$ cat config.mk
export PLATFORM = sky130hd
export DESIGN_NAME = audio_sample_to_float32_top
export DESIGN_NICKNAME = d
export VERILOG_FILES = /design/src/hdl/a2f_pkg.sv /design/src/hdl/a2f_unpack.sv /design/src/hdl/a2f_norm.sv /design/src/hdl/a2f_round.sv /design/src/hdl/a2f_pack.sv /design/src/hdl/audio_sample_to_float32_top.sv
export SDC_FILE = /design/constraint.sdc
export NUM_CORES = 1
export LEC_CHECK = 0
export BUFFER_PORTS_ARGS = -buffer_cell sky130_fd_sc_hd__clkbuf_2
export CAP_MARGIN = 20
export CELL_PAD_IN_SITES_DETAIL_PLACEMENT = 0
export CELL_PAD_IN_SITES_GLOBAL_PLACEMENT = 1
export CORE_MARGIN = 2
export CORE_UTILIZATION = 35
export CTS_CLUSTER_SIZE = 14
export DETAILED_ROUTE_END_ITERATION = 10
export GPL_ROUTABILITY_DRIVEN = 1
export PLACE_DENSITY = 0.73
export SETUP_SLACK_MARGIN = 0.15
export SLEW_MARGIN = 15
export SYNTH_ARGS = -nofsm -noshare
export SYNTH_HDL_FRONTEND = slang
export SYNTH_SLANG_ARGS = --single-unit
$ cat constraint.sdc
create_clock -name clk -period 24.5 [get_ports clk]
set_input_delay 0 -clock clk [delete_from_list [all_inputs] [get_ports clk]]
set_output_delay 0 -clock clk [all_outputs]
set_load 0.02 [all_outputs]
$ cat src/hdl/a2f_pkg.sv
// ----------------------------------------------------------------------------
// a2f_pkg
// Shared types, codes and helpers for the sample-to-float32 pipeline.
// ----------------------------------------------------------------------------
package a2f_pkg;

  localparam int SampleW = 64;
  localparam int FloatW  = 32;
  localparam int MantW   = 53;   // normalized significand, leading one at bit 52
  localparam int ExpW    = 12;   // signed biased single exponent

  // sample_format codes
  localparam logic [2:0] FMT_PCM16   = 3'd0;
  localparam logic [2:0] FMT_PCM24   = 3'd1;
  localparam logic [2:0] FMT_PCM32   = 3'd2;
  localparam logic [2:0] FMT_FLOAT32 = 3'd3;
  localparam logic [2:0] FMT_FLOAT64 = 3'd4;

  // register indexes
  localparam logic REG_FORMAT = 1'b0;
  localparam logic REG_LITTLE = 1'b1;

  // what travels down the pipe
  localparam logic [1:0] KIND_ZERO = 2'd0;  // signed zero
  localparam logic [1:0] KIND_BITS = 2'd1;  // final pattern already known
  localparam logic [1:0] KIND_NUM  = 2'd2;  // needs normalize and round

  typedef struct packed {
    logic [1:0]       kind;
    logic             sign;
    logic [FloatW-1:0] bits;
    logic             is_dbl;
    logic [MantW-1:0] mag;    // pcm magnitude (low 32) or double significand with hidden one
    logic [10:0]      expo;   // double exponent or pcm bias offset
  } unp_t;

  typedef struct packed {
    logic [1:0]              kind;
    logic                    sign;
    logic [FloatW-1:0]       bits;
    logic [MantW-1:0]        mant;
    logic signed [ExpW-1:0]  bexp;
  } nrm_t;

  typedef struct packed {
    logic [1:0]              kind;
    logic                    sign;
    logic [FloatW-1:0]       bits;
    logic [24:0]             q;
    logic signed [ExpW-1:0]  bexp;
    logic                    norm;
  } rnd_t;

  function automatic logic [5:0] lzc32(input logic [31:0] v);
    logic [5:0] n;
    logic       hit;
    n   = 6'd32;
    hit = 1'b0;
    for (int i = 31; i >= 0; i--) begin
      if (!hit && v[i]) begin
        n   = 6'(31 - i);
        hit = 1'b1;
      end
    end
    return n;
  endfunction

endpackage

$ cat src/hdl/a2f_unpack.sv
// ----------------------------------------------------------------------------
// a2f_unpack
// Stage 1: byte assembly, format decode, PCM magnitude, float64 specials.
// ----------------------------------------------------------------------------
module a2f_unpack import a2f_pkg::*; (
  input  logic               clk,
  input  logic               rst_n,
  input  logic               en,
  input  logic               in_vld,
  input  logic [SampleW-1:0] raw,
  input  logic [2:0]         fmt,
  input  logic               little,
  output logic               out_vld,
  output unp_t               out_d
);

  logic  vld_r;
  unp_t  d_r, d_nxt;
  logic [15:0] w16;
  logic [23:0] w24;
  logic [31:0] w32, sx, mag32;
  logic [63:0] w64;

  always_comb begin
    w16 = little ? raw[15:0] : {raw[7:0], raw[15:8]};
    w24 = little ? raw[23:0] : {raw[7:0], raw[15:8], raw[23:16]};
    w32 = little ? raw[31:0] : {raw[7:0], raw[15:8], raw[23:16], raw[31:24]};
    w64 = little ? raw : {raw[7:0], raw[15:8], raw[23:16], raw[31:24],
                          raw[39:32], raw[47:40], raw[55:48], raw[63:56]};
    d_nxt        = '0;
    sx           = '0;
    unique case (fmt)
      FMT_PCM16: begin
        sx = {{16{w16[15]}}, w16};
        d_nxt.expo = 11'd112;
      end
      FMT_PCM24: begin
        sx = {{8{w24[23]}}, w24};
        d_nxt.expo = 11'd104;
      end
      FMT_PCM32: begin
        sx = w32;
        d_nxt.expo = 11'd96;
      end
      default: sx = '0;
    endcase
    mag32 = sx[31] ? (~sx + 32'd1) : sx;
    unique case (fmt)
      FMT_PCM16, FMT_PCM24, FMT_PCM32: begin
        d_nxt.sign = sx[31];
        d_nxt.mag  = {21'd0, mag32};
        d_nxt.kind = (mag32 == '0) ? KIND_ZERO : KIND_NUM;
        if (mag32 == '0) d_nxt.sign = 1'b0;
      end
      FMT_FLOAT32: begin
        d_nxt.kind = KIND_BITS;
        d_nxt.bits = w32;
      end
      FMT_FLOAT64: begin
        d_nxt.sign   = w64[63];
        d_nxt.is_dbl = 1'b1;
        d_nxt.expo   = w64[62:52];
        d_nxt.mag    = {1'b1, w64[51:0]};
        if (w64[62:52] == 11'h7FF) begin
          d_nxt.kind = KIND_BITS;
          // infinity, or quiet NaN keeping the top fraction bits
          d_nxt.bits = (w64[51:0] == '0) ? {w64[63], 31'h7F800000} :
                       {w64[63], 9'h1FF, w64[50:29]};
        end else if (w64[62:52] == 11'd0) begin
          d_nxt.kind = KIND_ZERO;   // double subnormals are far below single range
        end else begin
          d_nxt.kind = KIND_NUM;
        end
      end
      default: d_nxt.kind = KIND_ZERO;
    endcase
  end

  always_ff @(posedge clk) begin
    if (!rst_n) begin
      vld_r <= 1'b0;
    end else if (en) begin
      vld_r <= in_vld;
    end
    if (en) begin
      d_r <= d_nxt;
    end
  end

  assign out_vld = vld_r;
  assign out_d   = d_r;

endmodule

$ cat src/hdl/a2f_norm.sv
// ----------------------------------------------------------------------------
// a2f_norm
// Stage 2: leading-one search for PCM, common significand and exponent.
// ----------------------------------------------------------------------------
module a2f_norm import a2f_pkg::*; (
  input  logic clk,
  input  logic rst_n,
  input  logic en,
  input  logic in_vld,
  input  unp_t in_d,
  output logic out_vld,
  output nrm_t out_d
);

  logic vld_r;
  nrm_t d_r, d_nxt;
  logic [5:0] lz;

  always_comb begin
    lz         = lzc32(in_d.mag[31:0]);
    d_nxt.kind = in_d.kind;
    d_nxt.sign = in_d.sign;
    d_nxt.bits = in_d.bits;
    if (in_d.is_dbl) begin
      d_nxt.mant = in_d.mag;
      d_nxt.bexp = ExpW'($signed({1'b0, in_d.expo})) - ExpW'(896);
    end else begin
      d_nxt.mant = MantW'(in_d.mag[31:0]) << (6'd21 + lz[4:0]);
      d_nxt.bexp = ExpW'($signed({1'b0, in_d.expo})) + ExpW'(31) - ExpW'(lz);
    end
  end

  always_ff @(posedge clk) begin
    if (!rst_n) begin
      vld_r <= 1'b0;
    end else if (en) begin
      vld_r <= in_vld;
    end
    if (en) begin
      d_r <= d_nxt;
    end
  end

  assign out_vld = vld_r;
  assign out_d   = d_r;

endmodule

$ cat src/hdl/a2f_round.sv
// ----------------------------------------------------------------------------
// a2f_round
// Stage 3: subnormal alignment and round to nearest even at 24 bits.
// ----------------------------------------------------------------------------
module a2f_round import a2f_pkg::*; (
  input  logic clk,
  input  logic rst_n,
  input  logic en,
  input  logic in_vld,
  input  nrm_t in_d,
  output logic out_vld,
  output rnd_t out_d
);

  logic vld_r;
  rnd_t d_r, d_nxt;
  logic [4:0]  dsh;
  logic [77:0] x;
  logic        up;

  always_comb begin
    if (in_d.bexp > 0) begin
      dsh = 5'd0;
    end else if (in_d.bexp < -ExpW'(23)) begin
      dsh = 5'd25;
    end else begin
      dsh = 5'(ExpW'(1) - in_d.bexp);
    end
    x  = {in_d.mant, 25'd0} >> dsh;
    up = x[53] & ((|x[52:0]) | x[54]);
    d_nxt.kind = in_d.kind;
    d_nxt.sign = in_d.sign;
    d_nxt.bits = in_d.bits;
    d_nxt.q    = {1'b0, x[77:54]} + 25'(up);
    d_nxt.bexp = in_d.bexp;
    d_nxt.norm = (dsh == 5'd0);
  end

  always_ff @(posedge clk) begin
    if (!rst_n) begin
      vld_r <= 1'b0;
    end else if (en) begin
      vld_r <= in_vld;
    end
    if (en) begin
      d_r <= d_nxt;
    end
  end

  assign out_vld = vld_r;
  assign out_d   = d_r;

endmodule

$ cat src/hdl/a2f_pack.sv
// ----------------------------------------------------------------------------
// a2f_pack
// Stage 4: exponent merge, overflow to infinity, output register.
// ----------------------------------------------------------------------------
module a2f_pack import a2f_pkg::*; (
  input  logic              clk,
  input  logic              rst_n,
  input  logic              en,
  input  logic              in_vld,
  input  rnd_t              in_d,
  output logic              out_vld,
  output logic [FloatW-1:0] out_bits
);

  logic              vld_r;
  logic [FloatW-1:0] bits_r, bits_nxt;
  logic [31:0]       sum;

  always_comb begin
    // hidden bit of q adds one to the exponent field, a rounding carry two
    sum = {1'b0, in_d.bexp[7:0] - 8'd1, 23'd0} + {7'd0, in_d.q};
    unique case (in_d.kind)
      KIND_BITS: bits_nxt = in_d.bits;
      KIND_NUM: begin
        if (!in_d.norm) begin
          bits_nxt = {in_d.sign, 7'd0, in_d.q[23:0]};
        end else if (in_d.bexp >= ExpW'(255) || sum[30:23] == 8'hFF) begin
          bits_nxt = {in_d.sign, 31'h7F800000};
        end else begin
          bits_nxt = {in_d.sign, sum[30:0]};
        end
      end
      default: bits_nxt = {in_d.sign, 31'd0};
    endcase
  end

  always_ff @(posedge clk) begin
    if (!rst_n) begin
      vld_r <= 1'b0;
    end else if (en) begin
      vld_r <= in_vld;
    end
    if (en) begin
      bits_r <= bits_nxt;
    end
  end

  assign out_vld  = vld_r;
  assign out_bits = bits_r;

endmodule

$ cat src/hdl/audio_sample_to_float32_top.sv
// ----------------------------------------------------------------------------
// audio_sample_to_float32_top
// Converts raw PCM16/24/32, float32 or float64 sample bytes to float32.
// ----------------------------------------------------------------------------
// Four-stage pipeline, one sample per clock unless out_stall holds a result.
// out_valid rises once a sample has passed the unpack, norm, round and pack
// registers. Stages: byte assembly and decode, leading-one normalize,
// round to nearest even, exponent pack into the output register.
// One enable moves the whole pipe; it stops only while a result sits in the
// output register with out_stall high, so in_stall follows that condition.
// Write sample_format (0x0) and little_endian (0x4) over APB only while no
// transaction is in flight; both read back on prdata.
module audio_sample_to_float32_top import a2f_pkg::*; (
  input  logic               clk,
  input  logic               rst_n,
  // input channel
  input  logic               in_valid,
  output logic               in_stall,
  input  logic [SampleW-1:0] in_sample_bytes,
  // result channel
  output logic               out_valid,
  input  logic               out_stall,
  output logic [FloatW-1:0]  out_float_bits,
  // configuration
  input  logic               psel,
  input  logic               penable,
  input  logic               pwrite,
  input  logic [2:0]         paddr,
  input  logic [31:0]        pwdata,
  output logic [31:0]        prdata,
  output logic               pready
);

  logic [2:0] fmt_r;
  logic       little_r;
  logic       en;
  logic       v1, v2, v3;
  unp_t       d1;
  nrm_t       d2;
  rnd_t       d3;

  // register file; register index lives in paddr[2]
  always_ff @(posedge clk) begin
    if (!rst_n) begin
      fmt_r    <= FMT_PCM16;
      little_r <= 1'b0;
    end else if (psel && penable && pwrite) begin
      unique case (paddr[2])
        REG_FORMAT: fmt_r    <= pwdata[2:0];
        REG_LITTLE: little_r <= pwdata[0];
        default: ;
      endcase
    end
  end

  always_comb begin
    unique case (paddr[2])
      REG_FORMAT: prdata = {29'd0, fmt_r};
      REG_LITTLE: prdata = {31'd0, little_r};
      default:    prdata = '0;
    endcase
  end

  assign pready = 1'b1;

  // whole pipe advances unless the finished result is held
  assign en       = !(out_valid && out_stall);
  assign in_stall = !en;

  a2f_unpack u_unpack (
    .clk(clk), .rst_n(rst_n), .en(en), .in_vld(in_valid), .raw(in_sample_bytes),
    .fmt(fmt_r), .little(little_r), .out_vld(v1), .out_d(d1)
  );

  a2f_norm u_norm (
    .clk(clk), .rst_n(rst_n), .en(en), .in_vld(v1), .in_d(d1),
    .out_vld(v2), .out_d(d2)
  );

  a2f_round u_round (
    .clk(clk), .rst_n(rst_n), .en(en), .in_vld(v2), .in_d(d2),
    .out_vld(v3), .out_d(d3)
  );

  a2f_pack u_pack (
    .clk(clk), .rst_n(rst_n), .en(en), .in_vld(v3), .in_d(d3),
    .out_vld(out_valid), .out_bits(out_float_bits)
  );

endmodule

Yosys cells after proc, flatten, opt, wreduce, memory -nomap -nowiden
Cells that the tools add are included.

Bits in registers: 313. Bits of input ports: 106. Word-level logic and storage cells: 214. Output and inout bits: 67.

Muxes and demuxes: 89. Order comparisons: 3. Shift-type cells: 2. Reduce and logical (&&, ||, !) cells: 75. Bitwise gates (word level): 4. Equal/unequal tests: 8. $add $sub $neg: 9.

Operators with widths (number): 6-bit two-way mux (32); 32-bit case mux with 2 select lines (3); 53-bit case mux with 2 select lines (1); 32-bit two-way mux (3); 32-bit case mux with 3 select lines (1); 78-bit by 5-bit >> shifter with 78-bit output (1); 65-bit two-way mux (1); 64-bit two-way mux (1); 31-bit two-way mux (2); 53-bit OR reduction (1); 32-bit by 6-bit << shifter with 53-bit output (1); 52-bit zero test (1); 1-bit logical AND (34); 1-bit two-way mux (33); 32-bit by 1-bit adder with 32-bit output (second input constant) (1); 32-bit zero test (1); 32-bit NOT (1); 31-bit by 25-bit adder with 31-bit output (1); 1-bit zero test (31); 24-bit by 1-bit adder with 25-bit output (1); 24-bit two-way mux (1); 23-bit two-way mux (1); 7-bit case mux with 3 select lines (1); 16-bit two-way mux (1); 30 further kinds (35).

Logic depth before layout (Yosys ltp)
Word-level depth: 97. Depth in mapped cells: 23.

Modules after synthesis
A second synthesis with hierarchy kept.

Cell total of the unflattened synthesis: 2375. Area, all modules: 23348.6 µm².

By module, submodules not included: a2f_unpack (area each 7388.3 µm², times used 1, sequential area each 2992.9 µm², cells an instance 808); a2f_norm (area each 6931.6 µm², times used 1, sequential area each 3022.9 µm², cells an instance 628); a2f_round (area each 6406.1 µm², times used 1, sequential area each 2212.1 µm², cells an instance 694); a2f_pack (area each 2185.8 µm², times used 1, sequential area each 980.9 µm², cells an instance 190); audio_sample_to_float32_top (area each 436.7 µm², times used 1, sequential area each 80.1 µm², cells an instance 55).

Worst setup path before layout
OpenSTA, ideal clock, no wires.

Path kind: reg-to-reg. From: register u_pack.vld_r (netlist: u_pack.out_vld). To: register u_pack.vld_r (netlist: u_pack.out_vld). Path buffers: 0. Data arrival time: 9.022 ns. Required time: 24.373 ns. Cell stages (with the launch flop): 4. Path slack: 15.351 ns. Library setup time: 0.127 ns. Cells stage by stage: dfxtp_1 -> nand2_1 -> inv_1 -> o21a_1.

Longest elaborated chain between the ends: 1.

Ends and longest elaborated chain: start, declared (RTL line a2f_pack.sv:15) `logic vld_r;`; start signal, assigned (RTL line a2f_pack.sv:41) `vld_r <= in_vld;`; 1-bit logical AND (RTL line audio_sample_to_float32_top.sv:67) `assign en = !(out_valid && out_stall);`; net in_stall (RTL line audio_sample_to_float32_top.sv:18) `output logic in_stall,`.

The timed path passes the listed nets, and every way through them passes these cells. A chain may end at the register's enable or synchronous reset.

==> run_results.csv <==
group,metric,value,unit
outcome,status,"completed",
detailed_routing,drtPass1Iterations,5,
setup_path,critPathArrivalTime,6580,ps
floorplanning,initial_core_util,0.355,
detailed_routing,ant_nets,0,
setup_path,critPathLaunchType,"register",
global_routing,grt_util_all_layers,0.249,
floorplanning,dieArea,63300,um^2
synthesis,synth.cell_area,21500,um^2
synthesis,yosysTopAreaCell,"edfxtp_1",
cts,cts_tree,"yes",
synthesis,synth_seq_cells,312,
worst_hold_path,min-delay-path-class,"input pin to register",
floorplanning,die_w,252,um
cts,htree_num_levels,1,
final_layout,nets,2438,
synthesis,synth_enable_flop_cells,304,
final_layout,final_common_cell,"edfxtp_1",
cts,cts.root.buffer_cell,"clkbuf_16",
cts,post_cts_resized,0,
setup_path,required,24790,ps
detailed_routing,wl_per_cell,26.1,um
setup_path,regToRegSetupSlack,18210,ps
synthesis,syn_avg_cell_area,9.70,um^2
floorplanning,row_count,90,
sta,setup_tns,0,ps
sta,fin_crit,6290,ps
pwr,p_leak,9.21,nW
synthesis,yosysSeqAreaShare,0.433,
final_layout,final_area,24100,um^2
final_layout,mostFrequentLayoutCells,"304 x edfxtp_1, 191 x nand2_1, 190 x nor2_1",
synthesis,syn_inst,2213,
cts,path_clk_slew,60,ps
sta,rsz0062_at_grt,"no",
place,gp_congestion,0.957,
cts,worstSkewPairLatency,590,ps
place,io_buffers,111,
cts,cts_hold_buffers,46,
cts,cts.sinks,312,
cts,clock_path_buffers,3,
sta,relSlewSlack,0.327,
sta,setup_viol,0,
floorplanning,die_y,252,um
sta,fin_worst_skew,18.6,ps
sta,finalHoldViolations,0,
detailed_routing,wirelength,81000,um
run,drv_cap,0,
floorplanning,ios,173,
global_routing,gr-total-overflow,0,
final_layout,ff_latch_area,9290,um^2
floorplanning,core,60500,um^2
place,pre_cts_ws,18370,ps
synthesis,synthTopCellsByArea,"edfxtp_1 43%, mux2i_1 4.1%, a21oi_1 3.6%",
detailed_routing,via_count,19100,
place,place_area,22600,um^2
global_routing,antenna_found_initial,0,
global_routing,grt_start_max_net_pins,94,
synthesis,async_flop_share,0,
pwr,power_density,95.9,nW/um^2
synthesis,synthDistinctLibCells,101,
sta,worst_pin_slew,1010,ps
final_layout,synthToLayoutAreaGrowth,12.4,%
synthesis,yosysTopAreaCellShare,0.425,
final_layout,multi_input_area,11300,um^2
final_layout,num_antenna_cells,0,
global_routing,grt_pass1_vias,18000,
sta,setup_ws,18210,ps
sta,final_max_slew_viol_count,0,
detailed_routing,first_iter_violations,1875,
place,hpwlAfterDp,61600,um
synthesis,yosysWarnings,0,
final_layout,nFillCells,5895,
setup_path,worstPathMaxFanout,17,
detailed_routing,drc_errors,0,
synthesis,synth_ff_type,"edfxtp_1",
setup_path,end_kind,"register",
global_routing,grt_pass1_wl,119000,um
sta,max_freq,159,MHz
cts,post_cts_buffers,0,
cts,cts_buffers,31,
pwr,max-vdd-ir-drop,58.4,uV
detailed_routing,vias_per_cell,6.13,
final_layout,layout-drive-gt1-share,0.130,
sta,final.period_utilization,0.257,
setup_path,path_class,"register to register",
==> state kept, by name, summed over array words and instances (netlist names) <==
name,flops
u_unpack.out_d,99
u_norm.out_vld,1
little_r,1
u_norm.out_d,100
u_round.out_d,73
fmt_r,3
u_pack.out_vld,1
u_round.out_vld,1
u_unpack.out_vld,1
u_pack.out_bits,32
==> path summary, 6_finish.rpt <==
check / cells after the start / from / to
setup reg to reg: 13 / u_norm.out_d[1] / u_round.out_d[36]
hold / removal: 3 / in_sample_bytes[16] / u_unpack.out_d[81]
setup / recovery: 13 / u_norm.out_d[1] / u_round.out_d[36]
hold reg to reg: 0 / u_unpack.out_d[75] / u_norm.out_d[75]
==> power by group <==
part | switching (mW) | internal (mW) | total (mW)
clock | 0.202 | 0.265 | 0.467
combinational | 0.683 | 0.366 | 1.05
sequential | 0.0888 | 0.711 | 0.799
total | 0.974 | 1.34 | 2.31
==> stage by stage <==
step | total power [mW] | hold slack, ps | cells | utilization
2_1_floorplan | 1.46 | 74.9 | 2241 | -
3_3_place_gp | 1.83 | 252 | 3004 | 0.375
3_5_place_dp | 1.82 | 271 | 3004 | 0.375
4_1_cts | 2.30 | 9.20 | 3108 | 0.399
5_1_grt | 2.42 | 36.0 | 3109 | 0.399
6_report | 2.31 | 30.1 | 3109 | 0.399
==> kinds of logic (layout without fill, tap and decap cells) <==
group | count (synthesis) | count (layout) | synth area share
flops | 312 | 312 | 0.433
mux | 149 | 149 | 0.0841
xor+xnor | 73 | 73 | 0.0298
other cells | 2 | 30 | 0.000350
simple gates | 751 | 751 | 0.178
compound gates | 663 | 663 | 0.208
buf+inv | 233 | 319 | 0.0489
fa+ha+maj | 30 | 30 | 0.0182
==> area by class of cell <==
class | instances | share of cell area
Clock buffer | 37 | 0.0331
Tap cell | 782 | 0.0405
Multi-Input combinational cell | 1696 | 0.467
Timing Repair Buffer | 202 | 0.0569
Inverter | 59 | 0.00918
Clock inverter | 21 | 0.00814
Sequential cell | 312 | 0.385
==> synth_stat cells (15+ instances only) <==
master / instances
a21boi_0: 18
nor3_1: 62
edfxtp_1: 304
nand4_1: 30
buf_4: 32
buf_2: 26
nand2_1: 192
o22ai_1: 47
o211ai_1: 15
a21o_1: 20
xnor2_1: 46
nor2b_1: 37
inv_1: 55
a211oi_1: 29
nor4_1: 33
nand3_1: 53
and3_1: 24
a22o_1: 36
clkbuf_1: 91
nor2_1: 190
and2_1: 24
mux2_2: 33
a22oi_1: 26
ha_1: 28
o21ai_0: 105
xor2_1: 27
buf_1: 22
mux2i_1: 87
a31oi_1: 22
o21ai_1: 22
mux4_2: 21
or4_1: 15
a21oi_1: 154
==> critical path, stage by stage, from the launching register on <==
cell and delay [ps]:
edfxtp_1 330, buf_4 290, clkinv_1 400, ha_1 710, clkinv_1 390, nand2_1 410
nand2_1 410, a221oi_1 820, a221oi_1 170, buf_4 230, nor4_4 590, nand3_1 250
or3_1 410, a21oi_1 560
==> routing by layer <==
metal	up-vias	share of wire	GRT usage	routed length, um
li1	8648	-	-	-
met1	9332	0.43	0.345	35000
met2	887	0.46	0.400	37300
met3	186	0.057	0.0170	4640
met4	0	0.050	0.114	4040
met5	-	0	0	0
Note: power is estimated with default switching activity, not from simulation.
